`src/design/bilup_pkg.sv`:
```
// ----------------------------------------------------------------------------
// Bilinear upscaler package
// Shared types, field widths, register indexes and step counts.
// ----------------------------------------------------------------------------
package bilup_pkg;

   localparam int COORD_W       = 12;
   localparam int CH_W          = 8;
   localparam int CSR_DATA_W    = 9;
   localparam int CSR_IDX_W     = 2;
   localparam int RATIO_FIELD_W = 5;

   localparam int SRC_DIM_RESET = 256;
   localparam int RATIO_RESET   = 7;
   localparam int CH_MAX        = 255;

   // sequencer step counts
   localparam int DIV_STEPS   = COORD_W;  // one quotient bit per step
   localparam int FETCH_STEPS = 5;        // four reads plus a trailing accumulate step
   localparam int QUO_STEPS   = CH_W;     // blended value always fits in a channel

   localparam logic [CSR_IDX_W-1:0] CSR_SRC_WIDTH  = 2'd0;
   localparam logic [CSR_IDX_W-1:0] CSR_SRC_HEIGHT = 2'd1;
   localparam logic [CSR_IDX_W-1:0] CSR_RATIO      = 2'd2;

   localparam logic CMD_WRITE = 1'b0;
   localparam logic CMD_READ  = 1'b1;

   localparam logic ST_OK    = 1'b0;
   localparam logic ST_RANGE = 1'b1;

   typedef struct packed {
      logic               cmd;
      logic [COORD_W-1:0] coord_x;
      logic [COORD_W-1:0] coord_y;
      logic [CH_W-1:0]    in_red;
      logic [CH_W-1:0]    in_green;
      logic [CH_W-1:0]    in_blue;
   } req_type;

   typedef struct packed {
      logic [CH_W-1:0] out_red;
      logic [CH_W-1:0] out_green;
      logic [CH_W-1:0] out_blue;
      logic            status;
   } rsp_type;

   // controller -> datapath
   typedef struct packed {
      logic       load;
      logic       check;
      logic       div_step;
      logic       wgt;
      logic       rd_en;
      logic [1:0] rd_sel;
      logic       acc_en;
      logic [1:0] acc_sel;
      logic       quo_step;
      logic       done;
   } ctl_cmd_type;

   // datapath -> controller
   typedef struct packed {
      logic is_read;
      logic out_of_frame;
   } dp_sts_type;

endpackage

```
`src/design/bilup_ctrl.sv`:
```
// ----------------------------------------------------------------------------
// Bilinear upscaler controller
// Sequences check, coordinate division, weights, fetches and blend division.
// ----------------------------------------------------------------------------
module bilup_ctrl import bilup_pkg::*; (
   input  logic        clock,
   input  logic        reset,
   input  logic        req_valid,
   output logic        req_ready,
   input  dp_sts_type  sts,
   input  logic        out_free,
   output ctl_cmd_type cmd
);

   localparam int CNT_W = $clog2(DIV_STEPS);

   typedef enum logic [6:0] {
      S_IDLE  = 7'b0000001,
      S_CHECK = 7'b0000010,
      S_DIV   = 7'b0000100,
      S_WGT   = 7'b0001000,
      S_FETCH = 7'b0010000,
      S_QUO   = 7'b0100000,
      S_DONE  = 7'b1000000
   } state_type;

   state_type        state_ff, state_in;
   logic [CNT_W-1:0] cnt_ff, cnt_in;
   logic [CNT_W-1:0] cnt_dec;

   assign req_ready = (state_ff == S_IDLE);
   assign cnt_dec   = cnt_ff - CNT_W'(1);

   always_comb begin
      state_in = state_ff;
      cnt_in   = cnt_ff;
      cmd      = '0;
      unique case (state_ff)
         S_IDLE: begin
            if (req_valid) begin
               cmd.load = 1'b1;
               state_in = S_CHECK;
            end
         end
         S_CHECK: begin
            cmd.check = 1'b1;
            cnt_in    = '0;
            if (sts.is_read && !sts.out_of_frame) begin
               state_in = S_DIV;
            end else begin
               state_in = S_DONE;
            end
         end
         S_DIV: begin
            cmd.div_step = 1'b1;
            cnt_in       = cnt_ff + CNT_W'(1);
            if (cnt_ff == CNT_W'(DIV_STEPS - 1)) begin
               cnt_in   = '0;
               state_in = S_WGT;
            end
         end
         S_WGT: begin
            cmd.wgt  = 1'b1;
            cnt_in   = '0;
            state_in = S_FETCH;
         end
         S_FETCH: begin
            // read k issued at step k, its data accumulated at step k+1
            cmd.rd_en   = (cnt_ff != CNT_W'(FETCH_STEPS - 1));
            cmd.rd_sel  = cnt_ff[1:0];
            cmd.acc_en  = (cnt_ff != '0);
            cmd.acc_sel = cnt_dec[1:0];
            cnt_in      = cnt_ff + CNT_W'(1);
            if (cnt_ff == CNT_W'(FETCH_STEPS - 1)) begin
               cnt_in   = '0;
               state_in = S_QUO;
            end
         end
         S_QUO: begin
            cmd.quo_step = 1'b1;
            cnt_in       = cnt_ff + CNT_W'(1);
            if (cnt_ff == CNT_W'(QUO_STEPS - 1)) begin
               cnt_in   = '0;
               state_in = S_DONE;
            end
         end
         S_DONE: begin
            if (out_free) begin
               cmd.done = 1'b1;
               state_in = S_IDLE;
            end
         end
         default: begin
            state_in = S_IDLE;
         end
      endcase
   end

   always_ff @(posedge clock) begin
      if (reset) begin
         state_ff <= S_IDLE;
         cnt_ff   <= '0;
      end else begin
         state_ff <= state_in;
         cnt_ff   <= cnt_in;
      end
   end

   // one item in flight: no second accept right behind the first
   a_single_item: assert property (@(posedge clock) disable iff (reset)
      (req_valid && req_ready) |=> !req_ready)
      else $error("controller accepted a second item back to back");

endmodule

```
`config.mk`:
```
export PLATFORM = sky130hd
export DESIGN_NAME = bilup_ctrl
export DESIGN_NICKNAME = d
export VERILOG_FILES = /design/src/design/bilup_pkg.sv /design/src/design/bilup_ctrl.sv
export SDC_FILE = /design/constraint.sdc
export NUM_CORES = 1
export LEC_CHECK = 0
export ABC_CLOCK_PERIOD_IN_PS = 6000
export BUFFER_PORTS_ARGS = -buffer_cell sky130_fd_sc_hd__clkbuf_2
export CAP_MARGIN = 20
export CELL_PAD_IN_SITES_DETAIL_PLACEMENT = 0
export CELL_PAD_IN_SITES_GLOBAL_PLACEMENT = 1
export CORE_MARGIN = 2
export CORE_UTILIZATION = 40
export DETAILED_ROUTE_END_ITERATION = 10
export PLACE_DENSITY_LB_ADDON = 0.1
export SYNTH_ARGS = -nofsm -noshare
export SYNTH_HDL_FRONTEND = slang
export SYNTH_SLANG_ARGS = --single-unit
```
`constraint.sdc`:
```
create_clock -name clock -period 6 [get_ports clock]
set_clock_uncertainty 0.2 [all_clocks]
set_input_delay 0.6 -clock clock [delete_from_list [all_inputs] [get_ports clock]]
set_output_delay 0.6 -clock clock [all_outputs]
set_load 0.02 [all_outputs]
```
Yosys cells after proc, flatten, opt, wreduce, memory -nomap -nowiden

Index checks and enable logic that the tools add are counted.

Bits in registers: 11
Bits in latches: 0
RAM bits: 0
ROM bits: 0
Input bits: 6
Word-level logic and storage cells: 46
Memories kept: 0

Add/subtract/negate cells: 2
Multipliers: 0
Div/mod/pow operators: 0
Magnitude comparators: 0
Equal/unequal tests: 16
Shifts and indexed selects: 0
Mux-type cells: 20
Bitwise logic cells: 0
Reduce and logical (&&, ||, !) cells: 6

Operators with widths:

| operator                                          | count |
|---|---|
| one-hot mux 7 bit (7 select lines)                | 1 |
| 2-to-1 mux 7 bit                                  | 6 |
| one-hot mux 4 bit (4 select lines)                | 1 |
| 2-to-1 mux 4 bit                                  | 3 |
| != test 2 bit (second input constant)             | 5 |
| == test 4 x 3 -> 1 bit (second input constant)    | 2 |
| 2-to-1 mux 1 bit                                  | 8 |
| nonzero test 4 bit                                | 2 |
| == test 7 x 1 -> 1 bit (second input constant)    | 1 |
| == test 7 x 2 -> 1 bit (second input constant)    | 1 |
| == test 7 x 3 -> 1 bit (second input constant)    | 1 |
| == test 7 x 4 -> 1 bit (second input constant)    | 1 |
| == test 7 x 5 -> 1 bit (second input constant)    | 1 |
| == test 7 x 6 -> 1 bit (second input constant)    | 1 |
| == test 7 bit (second input constant)             | 1 |
| 2-to-1 mux 6 bit                                  | 1 |
| AND reduction 5 bit                               | 1 |
| adder 4 x 1 -> 4 bit (second input constant)      | 1 |
| == test 4 bit (second input constant)             | 1 |
| != test 4 x 3 -> 1 bit (second input constant)    | 1 |
| OR reduction 2 bit                                | 1 |
| subtractor 2 x 1 -> 2 bit (second input constant) | 1 |
| logical AND 1 bit                                 | 1 |
| zero test 1 bit                                   | 1 |

Longest topological paths before layout

Gate-level depths: netlist (run 1).

Depth after elaboration: 4
Gate-level depth with buffers: 7
Depth with buffers taken out: 7

Least setup slack after synthesis (run 1)

No wires, ideal clock.

Kind: flip-flop to output port
Start point: register state_ff[1]
End point: output cmd[11] in the netlist's numbering
Data arrival time: 1.941 ns
Required time: 5.200 ns
Slack: 3.259 ns
Stages on the path, launching flop included: 6
Buffers on the path: 1
Cell sequence: dfxtp_1 -> clkbuf_1 -> nor2_1 -> nand2_1 -> nor4b_1 -> and2_1

RTL lines:

| item                   | line              | text |
|---|---|---|
| start, declared        | bilup_ctrl.sv:27  | `state_type state_ff, state_in;` |
| start signal, assigned | bilup_ctrl.sv:104 | `state_ff <= state_in;` |
| end, declared          | bilup_ctrl.sv:12  | `output ctl_cmd_type cmd` |

==> results.py, run 1 <==
metrics = {
    "status": {
        "status": "finished, final reports clean",
    },
    "clocking": {
        "h-tree-depth": 1,
        "cts.sinks": 11,
        "cts_tree": "done",
        "cts-buffers-inserted": 3,
        "clk_latency_ps": 270,
        "ctsHoldBuffers": 0,
        "cts.clk_slew.worst_paths_ps": 80,
        "cts-root-buf": "clkbuf_4",
        "clk_path_buf_depth": 2,
        "cts_resized": 0,
        "post-cts-setup-buffers": 0,
    },
    "timing": {
        "min_period_ps": 2901,
        "setup_viol": 0,
        "report.final.slew_viol_count": 0,
        "worstMarginPinSlew_ps": 549.2,
        "finalHoldViolCount": 0,
        "slew_headroom_pct": 63.11,
        "period_share_pct": 48.34,
        "setup-tns-final_ps": 0,
        "rsz0062_at_grt": "no",
        "holdWs_ps": 334.6,
        "max_freq_ghz": 0.3447,
    },
    "flow_run": {
        "cap_violations": 0,
    },
    "synth": {
        "syn-num-nets": 109,
        "seq_area_frac_synth_pct": 27.33,
        "ys_ff_latch": 11,
        "synth_area_per_cell_um2": 7.978,
        "ys.flop_type": "dfxtp_1",
        "synth_async_sr_flop_share_pct": 0,
        "postSynthCellCount": 101,
        "ys_types": 45,
        "syn_area_um2": 805.8,
        "synth-edff-count": 0,
        "yosysWarnings": 0,
    },
    "final_layout": {
        "diodes": 0,
        "area_growth_pct": 15.37,
        "drive_gt1_share_pct": 23.73,
        "final_cell_mix": "18 x clkbuf_2, 13 x nor2_1, 11 x dfxtp_1",
        "num-fill-cells": 207,
        "layout_commonest_cell": "clkbuf_2",
        "post-route-util_pct": 48.37,
        "final_area_um2": 929.6,
        "final_nets": 127,
    },
    "detailed_routing": {
        "avgViaCountPerCell": 5.317,
        "dr.pass1.iters": 4,
        "drt_iter0_markers": 15,
        "drc": 0,
        "vias": 771,
        "post_drt_wl_per_cell_um": 13.16,
        "drtAntennaViolNets": 0,
        "drt_wl_total_mm": 1.908,
    },
    "floorplan": {
        "core_um2": 1922,
        "initial_core_util_pct": 41.93,
        "rows": 16,
        "io_pins": 19,
        "dieArea_um2": 2389,
        "die_h_um": 48.88,
        "die_w_um": 48.88,
    },
    "placed_design": {
        "postPlaceCellArea_um2": 902.1,
        "gp_congestion": 0.8318,
        "hpwl_mm": 1.497,
        "port_buffers": 18,
    },
    "worst_setup_path": {
        "critPathRequiredTime_ps": 5200,
        "critPathMaxFanout": 8,
        "slowest_stage": "or3_4",
        "max_stage_delay_ps": 430,
        "path_cells": "or3_4, or3_4, or2_1, nor2_1, clkbuf_2",
        "arrival_ps": 2100,
        "crit_type": "flip-flop to output port",
        "critPathCaptureType": "output port",
        "worstSetupStartpointType": "flip-flop",
        "crit_top_cell": "or3_4",
    },
    "grt": {
        "grt_antenna_before_repair": 0,
        "grt_usage_pct": 18.13,
        "grt_start_max_net_pins": 12,
        "grt_overflow": 0,
        "grt_pass1_vias": 723,
        "grt_first_pass_wirelength_mm": 3.360,
    },
    "power_and_ir_drop": {
        "leakage_nw": 0.4162,
        "power_density_nw_per_um2": 172.3,
        "irDropWorstVdd_mv": 0.09617,
    },
    "min_path": {
        "hold_class": "flip-flop to flip-flop",
    },
}
==> per-layer routing <==
layer	up-vias	global-route usage, %	wire length [µm]
met5	-	0	0
met4	0	5.714	19
met3	2	4.294	76
met2	15	26.48	773
met1	350	26.20	1040
li1	404	-	-
==> critical path: cells and delay by family, from the launching register on <==
| kind | cells | cell delay (ps) |
|---|---|---|
| buffers and inverters | 1 | 190 |
| DFF | 1 | 370 |
| and+or+nand+nor | 4 | 1260 |
==> registers in the layout (all words and copies together), names as in the netlist <==
| name | cells |
|---|---|
| cnt_ff | 4 |
| state_ff | 7 |
==> synth_stat cells, types with 2 or more instances <==
| cell type | count | area, µm² |
|---|---|---|
| dfxtp_1 | 11 | 220.2 |
| clkbuf_1 | 3 | 11.26 |
| inv_1 | 5 | 18.77 |
| or2_1 | 2 | 12.51 |
| nand2_1 | 4 | 15.01 |
| a21oi_2 | 2 | 17.52 |
| nor2_1 | 13 | 48.80 |
| a221o_1 | 2 | 20.02 |
| a21oi_1 | 5 | 25.02 |
| and2_1 | 2 | 12.51 |
| nand2b_1 | 3 | 18.77 |
| ha_1 | 2 | 25.02 |
| nor3_1 | 2 | 10.01 |
| and3b_1 | 3 | 26.28 |
| or3_1 | 2 | 12.51 |
| nor4_1 | 2 | 12.51 |
| nor2b_1 | 4 | 25.02 |
| nor4b_1 | 2 | 17.52 |
| o21ai_0 | 5 | 25.02 |
| or3_4 | 2 | 22.52 |
==> power breakdown <==
group / switching (mW) / total, mW / leakage, nW / internal (mW)
Sequential: 0.00309 / 0.0777 / 0.0891 / 0.0746
Clock: 0.0285 / 0.0532 / 0.0177 / 0.0247
Combinational: 0.0171 / 0.0293 / 0.309 / 0.0121
Total: 0.0487 / 0.160 / 0.416 / 0.111
==> through the flow <==
stage | power [mW] | worst slack [ps] | std cells
2_1_floorplan | 0.1004 | 3259 | 101
3_3_place_gp | 0.1086 | 3428 | 141
3_5_place_dp | 0.1086 | 3397 | 141
4_1_cts | 0.1618 | 3086 | 145
5_1_grt | 0.1706 | 2949 | 145
6_report | 0.1602 | 3099 | 145
==> final cells by class <==
class	instances	area [µm²]	area share, %
Multi-Input combinational cell	80	539.3	58.01
Sequential cell	11	220.2	23.69
Clock buffer	3	22.52	2.423
Clock inverter	1	5.005	0.5384
Tap cell	27	33.78	3.634
Timing Repair Buffer	18	90.09	9.690
Inverter	5	18.77	2.019
==> final timing paths <==
path	slack, ps	depth (start not counted)	from	endpoint
setup / recovery	3100	5	state_ff[6]$_SDFFE_PP0P_	cmd[7]
hold / removal	330	2	cnt_ff[3]$_SDFFE_PP0P_	cnt_ff[3]$_SDFFE_PP0P_
setup reg to reg	3830	5	state_ff[3]$_SDFFE_PP0P_	cnt_ff[2]$_SDFFE_PP0P_
hold reg to reg	330	2	cnt_ff[3]$_SDFFE_PP0P_	cnt_ff[3]$_SDFFE_PP0P_
==> cell families after synthesis <==
| group | Yosys count | share of synthesized area (%) |
|---|---|---|
| adders and majority gates | 3 | 4.347 |
| and+or+nand+nor | 49 | 37.42 |
| DFF | 11 | 27.33 |
| muxes | 1 | 1.242 |
| xor gates and xnor gates | 2 | 2.174 |
| buffers and inverters | 10 | 5.745 |
| AOI/OAI and AO/OA | 25 | 21.74 |
Note: power is estimated with default switching activity, not from simulation.
==> run 2, diff against run 1 <==
--- a/config.mk
+++ b/config.mk
@@ -5,13 +5,13 @@
 export SDC_FILE = /design/constraint.sdc
 export NUM_CORES = 1
 export LEC_CHECK = 0
-export ABC_CLOCK_PERIOD_IN_PS = 6000
+export ABC_CLOCK_PERIOD_IN_PS = 2550
 export BUFFER_PORTS_ARGS = -buffer_cell sky130_fd_sc_hd__clkbuf_2
 export CAP_MARGIN = 20
 export CELL_PAD_IN_SITES_DETAIL_PLACEMENT = 0
 export CELL_PAD_IN_SITES_GLOBAL_PLACEMENT = 1
 export CORE_MARGIN = 2
-export CORE_UTILIZATION = 40
+export CORE_UTILIZATION = 34
 export DETAILED_ROUTE_END_ITERATION = 10
 export PLACE_DENSITY_LB_ADDON = 0.1
 export SYNTH_ARGS = -nofsm -noshare
==> constraint.sdc (replaced) <==
create_clock -name clock -period 2.55 [get_ports clock]
set_clock_uncertainty 0.2 [all_clocks]
set_input_delay 0.255 -clock clock [delete_from_list [all_inputs] [get_ports clock]]
set_output_delay 0.255 -clock clock [all_outputs]
set_load 0.02 [all_outputs]
==> run 2 against run 1 <==
  * Power rose by 140%
  * Clock power grew 130%
  * Clock-buffer cell count rose by 1
  * Critical path depth did not move
  * Critical endpoint unchanged
==> results.py, run 2 (synthesis results as in run 1) <==
metrics = {
    "clocking": {
        "clk_latency_ps": 270,
        "post-cts-setup-buffers": 0,
        "cts.clk_slew.worst_paths_ps": 70,
        "cts.sinks": 11,
        "h-tree-depth": 1,
        "cts-root-buf": "clkbuf_4",
        "clk_path_buf_depth": 2,
        "cts-buffers-inserted": 3,
        "cts_tree": "done",
    },
    "grt": {
        "grt_overflow": 0,
        "grt_usage_pct": 17.76,
        "use_met2_pct": 26.25,
        "met1_usage_pct": 25.78,
        "grtUsageMet3_pct": 2.571,
        "grt_pass1_vias": 782,
        "grt_start_max_net_pins": 12,
        "grt_antenna_before_repair": 0,
        "busiest_layer": "met2",
        "grt_first_pass_wirelength_mm": 3.601,
    },
    "worst_setup_path": {
        "critPathRequiredTime_ps": 2100,
        "arrival_ps": 2020,
        "critPathCaptureType": "output port",
        "crit_type": "flip-flop to output port",
        "critPathMaxFanout": 8,
        "worstSetupStartpointType": "flip-flop",
    },
    "timing": {
        "worstMarginPinSlew_ps": 504.5,
        "setup_viol": 0,
        "setup-tns-final_ps": 0,
        "max_freq_ghz": 0.4038,
        "report.final.slew_viol_count": 0,
        "period_share_pct": 97.11,
        "rsz0062_at_grt": "no",
        "slew_headroom_pct": 66.11,
        "min_period_ps": 2476,
        "finalHoldViolCount": 0,
    },
    "final_layout": {
        "final_area_um2": 957.2,
        "regMostFlops": "state_ff",
        "drive_gt1_share_pct": 26.67,
        "reg.largest.list": "state_ff (7), cnt_ff (4)",
        "final_cell_mix": "16 x clkbuf_2, 13 x nor2_1, 10 x dfxtp_1",
        "largest_reg_flops": 7,
        "layout_commonest_cell": "clkbuf_2",
        "final_nets": 129,
        "diodes": 0,
        "area_growth_pct": 18.79,
    },
    "detailed_routing": {
        "drtAntennaViolNets": 0,
        "avgViaCountPerCell": 5.554,
        "vias": 822,
        "dr.pass1.iters": 4,
        "post_drt_wl_per_cell_um": 14.24,
        "drt_iter0_markers": 12,
        "drt_wl_total_mm": 2.107,
        "drc": 0,
    },
    "placed_design": {
        "port_buffers": 18,
        "hpwl_mm": 1.628,
        "postPlaceCellArea_um2": 918.4,
        "gp_congestion": 0.7671,
    },
    "floorplan": {
        "die_h_um": 52.68,
        "die_w_um": 52.68,
        "io_pins": 19,
        "initial_core_util_pct": 36.08,
        "dieArea_um2": 2775,
        "core_um2": 2233,
        "rows": 17,
    },
    "power_and_ir_drop": {
        "power_density_nw_per_um2": 398.1,
        "irDropWorstVdd_mv": 0.2225,
        "leakage_nw": 0.4301,
    },
    "min_path": {
        "hold_class": "primary input to flip-flop",
    },
    "flow_run": {
        "cap_violations": 0,
    },
    "status": {
        "status": "finished, final reports clean",
    },
}
-- run 2: changes by cell type in the layout (fill, tap and decap cells not counted) --
cell / change
nor4b_2: +1
or2_1: -1
dfxtp_2: +1
clkbuf_1: +1
dfxtp_1: -1
buf_2: +1
nor4b_1: -1
clkbuf_2: -2
or2_4: +1
clkinv_2: -1
buf_4: +3
-- run 2: routing by layer --
layer	share of wire, %	wire length, µm
met5	0	0
met4	1.1	23
met3	5.5	116
met2	43	914
met1	50	1052
-- run 2: metrics by stage --
stage / setup WS, ps / hold WS, ps / power, mW / util (%) / std cells
final: 73.57 / 45.43 / 0.3811 / 42.86 / 148
after detailed placement: 267.6 / 324.5 / 0.2586 / 41.12 / 144
after global placement: 312.7 / 312.9 / 0.2568 / 41.12 / 144
after floorplan: 154.1 / 214.6 / 0.2363 / - / 101
after global routing: 2.365 / 55.22 / 0.4014 / 42.86 / 148
after CTS: 21.89 / 44.93 / 0.3825 / 42.41 / 148
-- run 2: layout make-up --
| class | count | area [µm²] |
|---|---|---|
| clock buffer | 4 | 26.28 |
| sequential | 11 | 221.5 |
| fill | 244 | 1276 |
| inverter | 5 | 18.77 |
| timing repair buffer | 20 | 107.6 |
| tap | 28 | 35.03 |
| multi-input combinational | 80 | 548.0 |
-- run 2: path summary, 6_finish.rpt --
kind,startpoint,endpoint,slack [ps],depth (start not counted)
setup / recovery,state_ff[6]$_SDFFE_PP0P_,cmd[7],70,5
hold / removal,sts[1],state_ff[2]$_SDFFE_PP0P_,50,3
setup reg to reg,state_ff[6]$_SDFFE_PP0P_,state_ff[5]$_SDFFE_PP0P_,520,5
hold reg to reg,cnt_ff[3]$_SDFFE_PP0P_,cnt_ff[3]$_SDFFE_PP0P_,340,2
-- run 2: where the power goes --
part           internal (mW)  switching (mW)
logic                 0.0311          0.0419
registers              0.176         0.00805
clock network         0.0607          0.0638
total                  0.267           0.114
-- run 2: timing repair --
| item | in CTS | in global routing |
|---|---|---|
| hold endpoints to repair | 0 | 0 |
| gates resized for setup | 1 | 5 |
| endpoints found under the setup margin | 1 | 3 |
| pin swaps | 0 | 0 |
| hold buffers | 0 | 0 |
-- run 2: worst max-delay path, stage by stage (launching register included) --
cell	delay [ps]
dfxtp_2	360
or3_4	420
or3_4	350
or2_4	300
nor2_1	160
buf_4	160
